$ cat config.mk
export PLATFORM = sky130hd
export DESIGN_NAME = mpfw_front
export DESIGN_NICKNAME = d
export VERILOG_FILES = /design/src/hdl/mono_page_framebuffer_writer_defines.svh /design/src/hdl/mpfw_pkg.sv /design/src/hdl/mpfw_front.sv
export SDC_FILE = /design/constraint.sdc
export NUM_CORES = 1
export LEC_CHECK = 0
export BUFFER_PORTS_ARGS = -buffer_cell sky130_fd_sc_hd__buf_2
export CAP_MARGIN = 40
export CORE_ASPECT_RATIO = 0.6
export CORE_MARGIN = 1
export CORE_UTILIZATION = 40
export DETAILED_ROUTE_END_ITERATION = 12
export REMOVE_ABC_BUFFERS = 1
export SETUP_SLACK_MARGIN = 0.5
export SLEW_MARGIN = 20
export SYNTH_ARGS = -nofsm -noshare
export SYNTH_HDL_FRONTEND = slang
export SYNTH_SLANG_ARGS = --single-unit
export TNS_END_PERCENT = 1
$ cat constraint.sdc
create_clock -name clk -period 3.7 [get_ports clk]
set_input_delay 0.37 -clock clk [delete_from_list [all_inputs] [get_ports clk]]
set_output_delay 0.37 -clock clk [all_outputs]
set_load 0.02 [all_outputs]
$ cat src/hdl/mono_page_framebuffer_writer_defines.svh
`ifndef MONO_PAGE_FRAMEBUFFER_WRITER_DEFINES_SVH
`define MONO_PAGE_FRAMEBUFFER_WRITER_DEFINES_SVH

// check in the same cycle; uses clk and arst_n of the enclosing module
`define MPFW_ASSERT_NOW(label, ante, cons, msg) \
	label: assert property (@(posedge clk) disable iff (!arst_n) (ante) |-> (cons)) \
		else $error(msg);

// check in the following cycle
`define MPFW_ASSERT_NEXT(label, ante, cons, msg) \
	label: assert property (@(posedge clk) disable iff (!arst_n) (ante) |=> (cons)) \
		else $error(msg);

`endif

$ cat src/hdl/mpfw_pkg.sv
package mpfw_pkg;

	localparam int DISPLAY_WIDTH  = 128;
	localparam int DISPLAY_HEIGHT = 64;
	localparam int PAGE_COUNT     = (DISPLAY_HEIGHT + 7) / 8;
	localparam int STORE_BYTES    = PAGE_COUNT * DISPLAY_WIDTH;
	localparam int ADDR_W         = $clog2(STORE_BYTES);

	localparam int GLYPH_COUNT = 37;
	localparam int GLYPH_W     = 6;
	localparam int GLYPH_COLS  = 8;
	localparam int GCOL_W      = $clog2(GLYPH_COLS);
	localparam int GCNT_W      = GCOL_W + 1;

	localparam int QUEUE_DEPTH = 2;
	localparam int QPTR_W      = $clog2(QUEUE_DEPTH);
	localparam int QCNT_W      = $clog2(QUEUE_DEPTH + 1);

	localparam int S_TDATA_W = 32;
	localparam int M_TDATA_W = 8;

	localparam int PADDR_W = 3;
	localparam int PDATA_W = 32;
	localparam logic [PADDR_W-3:0] REG_DISPLAY_READY = '0;

	localparam logic [1:0] OP_PIXEL = 2'd0;
	localparam logic [1:0] OP_GLYPH = 2'd1;
	localparam logic [1:0] OP_CLEAR = 2'd2;
	localparam logic [1:0] OP_READ  = 2'd3;

	localparam logic [2:0] CMD_NOP   = 3'd0;
	localparam logic [2:0] CMD_PIXEL = 3'd1;
	localparam logic [2:0] CMD_GLYPH = 3'd2;
	localparam logic [2:0] CMD_CLEAR = 3'd3;
	localparam logic [2:0] CMD_READ  = 3'd4;

	typedef logic [0:GLYPH_COLS-1][7:0] glyph_row_t;

	typedef struct packed {
		logic [2:0]         kind;
		logic               ignored;
		logic [ADDR_W-1:0]  addr;
		logic [2:0]         bit_sel;
		logic               pixel_on;
		logic [GLYPH_W-1:0] glyph;
		logic [GCNT_W-1:0]  cols;
	} cmd_t;

	typedef struct packed {
		logic init_busy;
	} back_status_t;

	function automatic logic [GLYPH_W-1:0] glyph_of(input logic [7:0] ch);
		logic [GLYPH_W-1:0] g;
		g = '0;
		if (ch >= 8'h41 && ch <= 8'h5a)
			g = GLYPH_W'(ch - 8'd64);
		else if (ch >= 8'h61 && ch <= 8'h7a)
			g = GLYPH_W'(ch - 8'd96);
		else if (ch >= 8'h30 && ch <= 8'h39)
			g = GLYPH_W'(ch - 8'd21);
		return g;
	endfunction

	function automatic glyph_row_t glyph_bits(input logic [GLYPH_W-1:0] g);
		glyph_row_t r;
		case (g)
			6'd1:  r = {8'h78, 8'h14, 8'h12, 8'h11, 8'h12, 8'h14, 8'h78, 8'h00};
			6'd2:  r = {8'h7f, 8'h49, 8'h49, 8'h49, 8'h49, 8'h49, 8'h7f, 8'h00};
			6'd3:  r = {8'h7e, 8'h41, 8'h41, 8'h41, 8'h41, 8'h41, 8'h41, 8'h00};
			6'd4:  r = {8'h7f, 8'h41, 8'h41, 8'h41, 8'h41, 8'h41, 8'h7e, 8'h00};
			6'd5:  r = {8'h7f, 8'h49, 8'h49, 8'h49, 8'h49, 8'h49, 8'h49, 8'h00};
			6'd6:  r = {8'h7f, 8'h09, 8'h09, 8'h09, 8'h09, 8'h01, 8'h01, 8'h00};
			6'd7:  r = {8'h7f, 8'h41, 8'h41, 8'h41, 8'h51, 8'h51, 8'h73, 8'h00};
			6'd8:  r = {8'h7f, 8'h08, 8'h08, 8'h08, 8'h08, 8'h08, 8'h7f, 8'h00};
			6'd9:  r = {8'h00, 8'h00, 8'h00, 8'h7f, 8'h00, 8'h00, 8'h00, 8'h00};
			6'd10: r = {8'h21, 8'h41, 8'h41, 8'h3f, 8'h01, 8'h01, 8'h01, 8'h00};
			6'd11: r = {8'h00, 8'h7f, 8'h08, 8'h08, 8'h14, 8'h22, 8'h41, 8'h00};
			6'd12: r = {8'h7f, 8'h40, 8'h40, 8'h40, 8'h40, 8'h40, 8'h40, 8'h00};
			6'd13: r = {8'h7f, 8'h02, 8'h04, 8'h08, 8'h04, 8'h02, 8'h7f, 8'h00};
			6'd14: r = {8'h7f, 8'h02, 8'h04, 8'h08, 8'h10, 8'h20, 8'h7f, 8'h00};
			6'd15: r = {8'h3e, 8'h41, 8'h41, 8'h41, 8'h41, 8'h41, 8'h3e, 8'h00};
			6'd16: r = {8'h7f, 8'h11, 8'h11, 8'h11, 8'h11, 8'h11, 8'h0e, 8'h00};
			6'd17: r = {8'h3e, 8'h41, 8'h41, 8'h49, 8'h51, 8'h61, 8'h7e, 8'h00};
			6'd18: r = {8'h7f, 8'h11, 8'h11, 8'h11, 8'h31, 8'h51, 8'h0e, 8'h00};
			6'd19: r = {8'h46, 8'h49, 8'h49, 8'h49, 8'h49, 8'h30, 8'h00, 8'h00};
			6'd20: r = {8'h01, 8'h01, 8'h01, 8'h7f, 8'h01, 8'h01, 8'h01, 8'h00};
			6'd21: r = {8'h3f, 8'h40, 8'h40, 8'h40, 8'h40, 8'h40, 8'h3f, 8'h00};
			6'd22: r = {8'h0f, 8'h10, 8'h20, 8'h40, 8'h20, 8'h10, 8'h0f, 8'h00};
			6'd23: r = {8'h7f, 8'h20, 8'h10, 8'h08, 8'h10, 8'h20, 8'h7f, 8'h00};
			6'd24: r = {8'h00, 8'h41, 8'h22, 8'h14, 8'h14, 8'h22, 8'h41, 8'h00};
			6'd25: r = {8'h01, 8'h02, 8'h04, 8'h78, 8'h04, 8'h02, 8'h01, 8'h00};
			6'd26: r = {8'h41, 8'h61, 8'h59, 8'h45, 8'h43, 8'h41, 8'h00, 8'h00};
			6'd27: r = {8'h3e, 8'h41, 8'h41, 8'h49, 8'h41, 8'h41, 8'h3e, 8'h00};
			6'd28: r = {8'h00, 8'h00, 8'h42, 8'h7f, 8'h40, 8'h00, 8'h00, 8'h00};
			6'd29: r = {8'h30, 8'h49, 8'h49, 8'h49, 8'h49, 8'h46, 8'h00, 8'h00};
			6'd30: r = {8'h49, 8'h49, 8'h49, 8'h49, 8'h49, 8'h49, 8'h36, 8'h00};
			6'd31: r = {8'h3f, 8'h20, 8'h20, 8'h78, 8'h20, 8'h20, 8'h00, 8'h00};
			6'd32: r = {8'h4f, 8'h49, 8'h49, 8'h49, 8'h49, 8'h30, 8'h00, 8'h00};
			6'd33: r = {8'h3f, 8'h48, 8'h48, 8'h48, 8'h48, 8'h48, 8'h30, 8'h00};
			6'd34: r = {8'h01, 8'h01, 8'h01, 8'h61, 8'h31, 8'h0d, 8'h03, 8'h00};
			6'd35: r = {8'h36, 8'h49, 8'h49, 8'h49, 8'h49, 8'h49, 8'h36, 8'h00};
			6'd36: r = {8'h06, 8'h09, 8'h09, 8'h09, 8'h09, 8'h09, 8'h7f, 8'h00};
			default: r = '0;
		endcase
		return r;
	endfunction

endpackage

$ cat src/hdl/mpfw_front.sv
module mpfw_front
	import mpfw_pkg::*;
(
	input  logic                 clk,
	input  logic                 arst_n,
	input  logic                 display_ready,
	input  back_status_t         status,
	input  logic                 s_tvalid,
	output logic                 s_tready,
	input  logic [S_TDATA_W-1:0] s_tdata,  // x_pos[7:0], y_pos[15:8], pixel_on[16], char_code[24:17]
	input  logic [1:0]           s_tuser,  // op[1:0]
	output logic                 cmd_valid,
	input  logic                 cmd_ready,
	output cmd_t                 cmd
);

	logic [7:0] x_pos;
	logic [7:0] y_pos;
	logic       pixel_on;
	logic [7:0] char_code;
	logic [4:0] page;
	logic       x_in;
	logic       y_in;
	logic       page_in;
	logic [15:0] addr_full;
	logic [8:0] remaining;
	cmd_t       cls;

	cmd_t              q_mem_q [QUEUE_DEPTH];
	logic [QPTR_W-1:0] wr_ptr_q;
	logic [QPTR_W-1:0] rd_ptr_q;
	logic [QCNT_W-1:0] count_q;
	logic              push;
	logic              pop;

	assign x_pos     = s_tdata[7:0];
	assign y_pos     = s_tdata[15:8];
	assign pixel_on  = s_tdata[16];
	assign char_code = s_tdata[24:17];
	assign page      = y_pos[7:3];

	assign x_in      = {1'b0, x_pos} < 9'(DISPLAY_WIDTH);
	assign y_in      = {1'b0, y_pos} < 9'(DISPLAY_HEIGHT);
	assign page_in   = {1'b0, page} < 6'(PAGE_COUNT);
	assign addr_full = 16'(page) * 16'(DISPLAY_WIDTH) + 16'(x_pos);
	assign remaining = 9'(DISPLAY_WIDTH) - {1'b0, x_pos};

	// classify
	always_comb begin
		cls.kind     = CMD_NOP;
		cls.ignored  = 1'b0;
		cls.addr     = ADDR_W'(addr_full);
		cls.bit_sel  = y_pos[2:0];
		cls.pixel_on = pixel_on;
		cls.glyph    = glyph_of(char_code);
		cls.cols     = (remaining > 9'(GLYPH_COLS)) ? GCNT_W'(GLYPH_COLS) : GCNT_W'(remaining);
		if (s_tuser == OP_READ) begin
			if (x_in && page_in)
				cls.kind = CMD_READ;
		end else if (!display_ready) begin
			cls.ignored = 1'b1;
		end else begin
			case (s_tuser)
				OP_PIXEL: if (x_in && y_in) cls.kind = CMD_PIXEL;
				OP_GLYPH: if (x_in && page_in) cls.kind = CMD_GLYPH;
				OP_CLEAR: cls.kind = CMD_CLEAR;
				default:  cls.kind = CMD_NOP;
			endcase
		end
	end

	assign s_tready  = !status.init_busy && (count_q != QCNT_W'(QUEUE_DEPTH));
	assign push      = s_tvalid && s_tready;
	assign cmd_valid = count_q != '0;
	assign pop       = cmd_valid && cmd_ready;
	assign cmd       = q_mem_q[rd_ptr_q];

	always_ff @(posedge clk or negedge arst_n) begin
		if (!arst_n) begin
			wr_ptr_q <= '0;
			rd_ptr_q <= '0;
			count_q  <= '0;
		end else begin
			if (push)
				wr_ptr_q <= wr_ptr_q + QPTR_W'(1);
			if (pop)
				rd_ptr_q <= rd_ptr_q + QPTR_W'(1);
			if (push && !pop)
				count_q <= count_q + QCNT_W'(1);
			else if (pop && !push)
				count_q <= count_q - QCNT_W'(1);
		end
	end

	always_ff @(posedge clk) begin
		if (push)
			q_mem_q[wr_ptr_q] <= cls;
	end

endmodule

==> impl_metrics.ini <==
[power]
power_density_mw_per_mm2 = 683
power.clock.fraction_pct = 35.0
swShare_pct = 28.6
switchingPower_mw = 0.683
p_comb_share_pct = 27.7
internal-power_mw = 1.70
p_seq_share_pct = 37.3
power.leakage_nw = 1.38
ir_drop_uv = 347

[setup_path]
arrival_ns = 1.71
slowest_delay_ns = 0.46
path_class = reg2out
cp.required_ns = 3.33
cp_slowest_cell = dfrtp_1
worst_setup_path_start_kind = flip-flop
path_max_fanout = 24
cp_cell_sequence = buf_4, mux2_2, buf_2
critPathCaptureType = output port

[global_route]
grtUsageMet3_pct = 6.90
busiest_layer = met2
grt_first_pass_wirelength_um = 8130
grt_use_total_pct = 15.8
grt_pass1_vias = 1684
grt-ovfl-total = 0
antenna_found_initial = 0
grt_start_max_net_pins = 25
use_met2_pct = 22.2
grt_util_met1_pct = 21.4

[outcome]
run_status = finished clean

[clock_tree]
clk_pin_slew_worst_paths_ns = 0.05
cts_tree = done
cts_buffers = 9
clock_latency_ns = 0.32
cts-resized-gates = 0
cts_max_level = 3
cts_root_buf = clkbuf_16
cts_sinks = 60
cts.path.max_buffers = 2
post-cts-setup-buffers = 0

[logic_synthesis]
synth_compound_area_share_pct = 5.65
synthSimpleGateAreaFrac_pct = 9.66
syn_area_mm2 = 0.00275
synth_sequential_area_ratio_pct = 64.9
yosysWarningCount = 0
ys_ff_latch = 60
postSynthAreaPerCell_um2 = 14.5
synth_xor_area_share_pct = 2.55
synth_top_family_by_area = multiplexers
postSynthCellCount = 189
synthAdderAreaFrac_pct = 3.64
synth.mux.area_fraction_pct = 11.8
synth-async-reset-ratio_pct = 6.67
synth_flop_cell = edfxtp_1
synth.distinct_cells = 39
synth-edff-count = 56

[final_layout]
instances_no_fill = 351
final_util_pct = 55.0
multi_input_area_um2 = 918
fillers = 527
seqCellArea_mm2 = 0.00178
drive_gt1_share_pct = 42.3
areaGrowthSynthToFinish_pct = 27.4
diodes = 0
fin_nets = 311

[die]
die_w_um = 109
core_area_mm2 = 0.00636
die_h_um = 66.2
start_util_pct = 43.2
row_count = 22
ios = 70
dieArea_mm2 = 0.00721

[min_path]
hold_path_class = in2reg

[sta]
setup_viol = 0
tightest_slew_ns = 0.883
fin_ws_ns = 1.62
final-max-slew-violation-count = 0
totalNegativeSetupSlack_ns = 0
finalCritPeriodShare_pct = 56.3
skew_ns = 0.00497
finalHoldViolations = 0
slew-limit-headroom_pct = 40.4
rsz0062_at_grt = false
fin_crit_ns = 2.08
fmax_mhz = 480

[placed_design]
place.gp.congestion = 0.841
dp_hpwl_um = 3600
dp_slack_ns = 1.45
io_buffers = 62
placedCellCount = 334

[route]
ant_nets = 0
viasPerCell = 5.00
dr_total_vias = 1756
wl_per_cell_um = 14.6
drtPass1Iterations = 4
drt_wl_total_um = 5140
drc = 0
first_iter_violations = 147

[flow_run]
maxCapViolCount = 0
cells in the mapped netlist, types with 2 or more instances:
cell | instances | area [um2]
nand2_1 | 11 | 41.3
edfxtp_1 | 56 | 1680
nor3_1 | 3 | 15.0
o22ai_1 | 3 | 18.8
dfrtp_1 | 4 | 100
a21oi_1 | 6 | 30.0
inv_1 | 9 | 33.8
nand2b_1 | 2 | 12.5
ha_1 | 8 | 100
nor4_1 | 2 | 12.5
xor2_1 | 5 | 43.8
xnor2_1 | 3 | 26.3
mux2_2 | 28 | 315
or4_1 | 2 | 15.0
o21ai_0 | 9 | 45.0
nor2_1 | 7 | 26.3
nor2b_1 | 2 | 12.5
clkbuf_1 | 3 | 11.3
nor4b_1 | 2 | 17.5
nand3_1 | 2 | 10.0
nor3b_1 | 4 | 30.0
metrics by stage:
stage | cell area (um2) | power, mW | hold slack [ns]
global route | 3500 | 2.51 | 0.231
CTS | 3490 | 2.41 | 0.237
detailed placement | 3170 | 1.57 | 0.185
global placement | 3170 | 1.56 | 0.183
finish | 3500 | 2.39 | 0.245
floorplan | 2730 | 1.35 | 0.0744
final timing paths:
| kind | startpoint | endpoint | slack, ns | depth (start not counted) |
|---|---|---|---|---|
| worst max-delay path | rd_ptr_q | cmd[2] | 1.62 | 3 |
| worst min-delay path | s_tdata[8] | q_mem_q[0][11] | 0.25 | 1 |
| worst max register to register | count_q[0] | q_mem_q[0][6] | 1.83 | 5 |
| worst min register to register | count_q[1] | count_q[1] | 0.48 | 1 |
| max in group asynchronous | arst_n | count_q[1] | 3.18 | 2 |
| min in group asynchronous | arst_n | rd_ptr_q | 0.39 | 2 |
what timing repair did:
action	CTS	global route
hold buffers	1	0
hold endpoints to repair	4	0
setup endpoints to repair	0	0
power groups by stage:
stage / registers (mW) / logic (mW) / clock network (mW)
after floorplan: 0.929 / 0.420 / 0
after global placement: 0.903 / 0.659 / 0
after detailed placement: 0.905 / 0.664 / 0
after CTS: 0.893 / 0.669 / 0.852
after global routing: 0.901 / 0.717 / 0.890
final: 0.891 / 0.662 / 0.835
cell families after synthesis:
logic type | Yosys count
and+or+nand+nor | 46
adders and majority gates | 8
xor gates and xnor gates | 8
DFF | 60
muxes | 29
AOI/OAI and AO/OA | 25
buffers and inverters | 13
routing by layer:
metal  vias up  share of wire, %  routed length [um]
met5         -                 0                   0
met1       824                51                2640
met3         4               6.2                 321
met2        55                42                2140
li1        873                 -                   -
met4         0              0.78                  40
critical path: cells and delay by family (launching register included):
kind	cells	cell delay (ns)
DFF	1	0.46
buffers and inverters	2	0.54
muxes	1	0.39
flip-flops by register name (all words and copies together), names as in the netlist:
signal    cells
count_q       2
rd_ptr_q      1
wr_ptr_q      1
q_mem_q      56
cell type report:
cell class / instances / share of cell area (%)
sequential: 60 / 50.9
multi-input combinational: 116 / 26.3
timing repair buffer: 67 / 10.1
clock buffer: 9 / 6.44
tap: 84 / 3.00
clock inverter: 6 / 2.29
inverter: 9 / 0.966
layout by cell type (no fill, tap or decap), types with 3 or more instances in the layout:
| cell type | n |
|---|---|
| nand2_1 | 11 |
| xor2_1 | 5 |
| o21ai_0 | 9 |
| buf_2 | 62 |
| a21oi_1 | 6 |
| xnor2_1 | 3 |
| buf_4 | 3 |
| edfxtp_1 | 56 |
| nor3_1 | 3 |
| nor2_1 | 6 |
| mux2_2 | 28 |
| clkbuf_16 | 9 |
| dfrtp_1 | 4 |
| ha_1 | 8 |
| o22ai_1 | 3 |
| nor3b_1 | 4 |
| inv_1 | 9 |
Note: power is estimated with default switching activity, not from simulation.
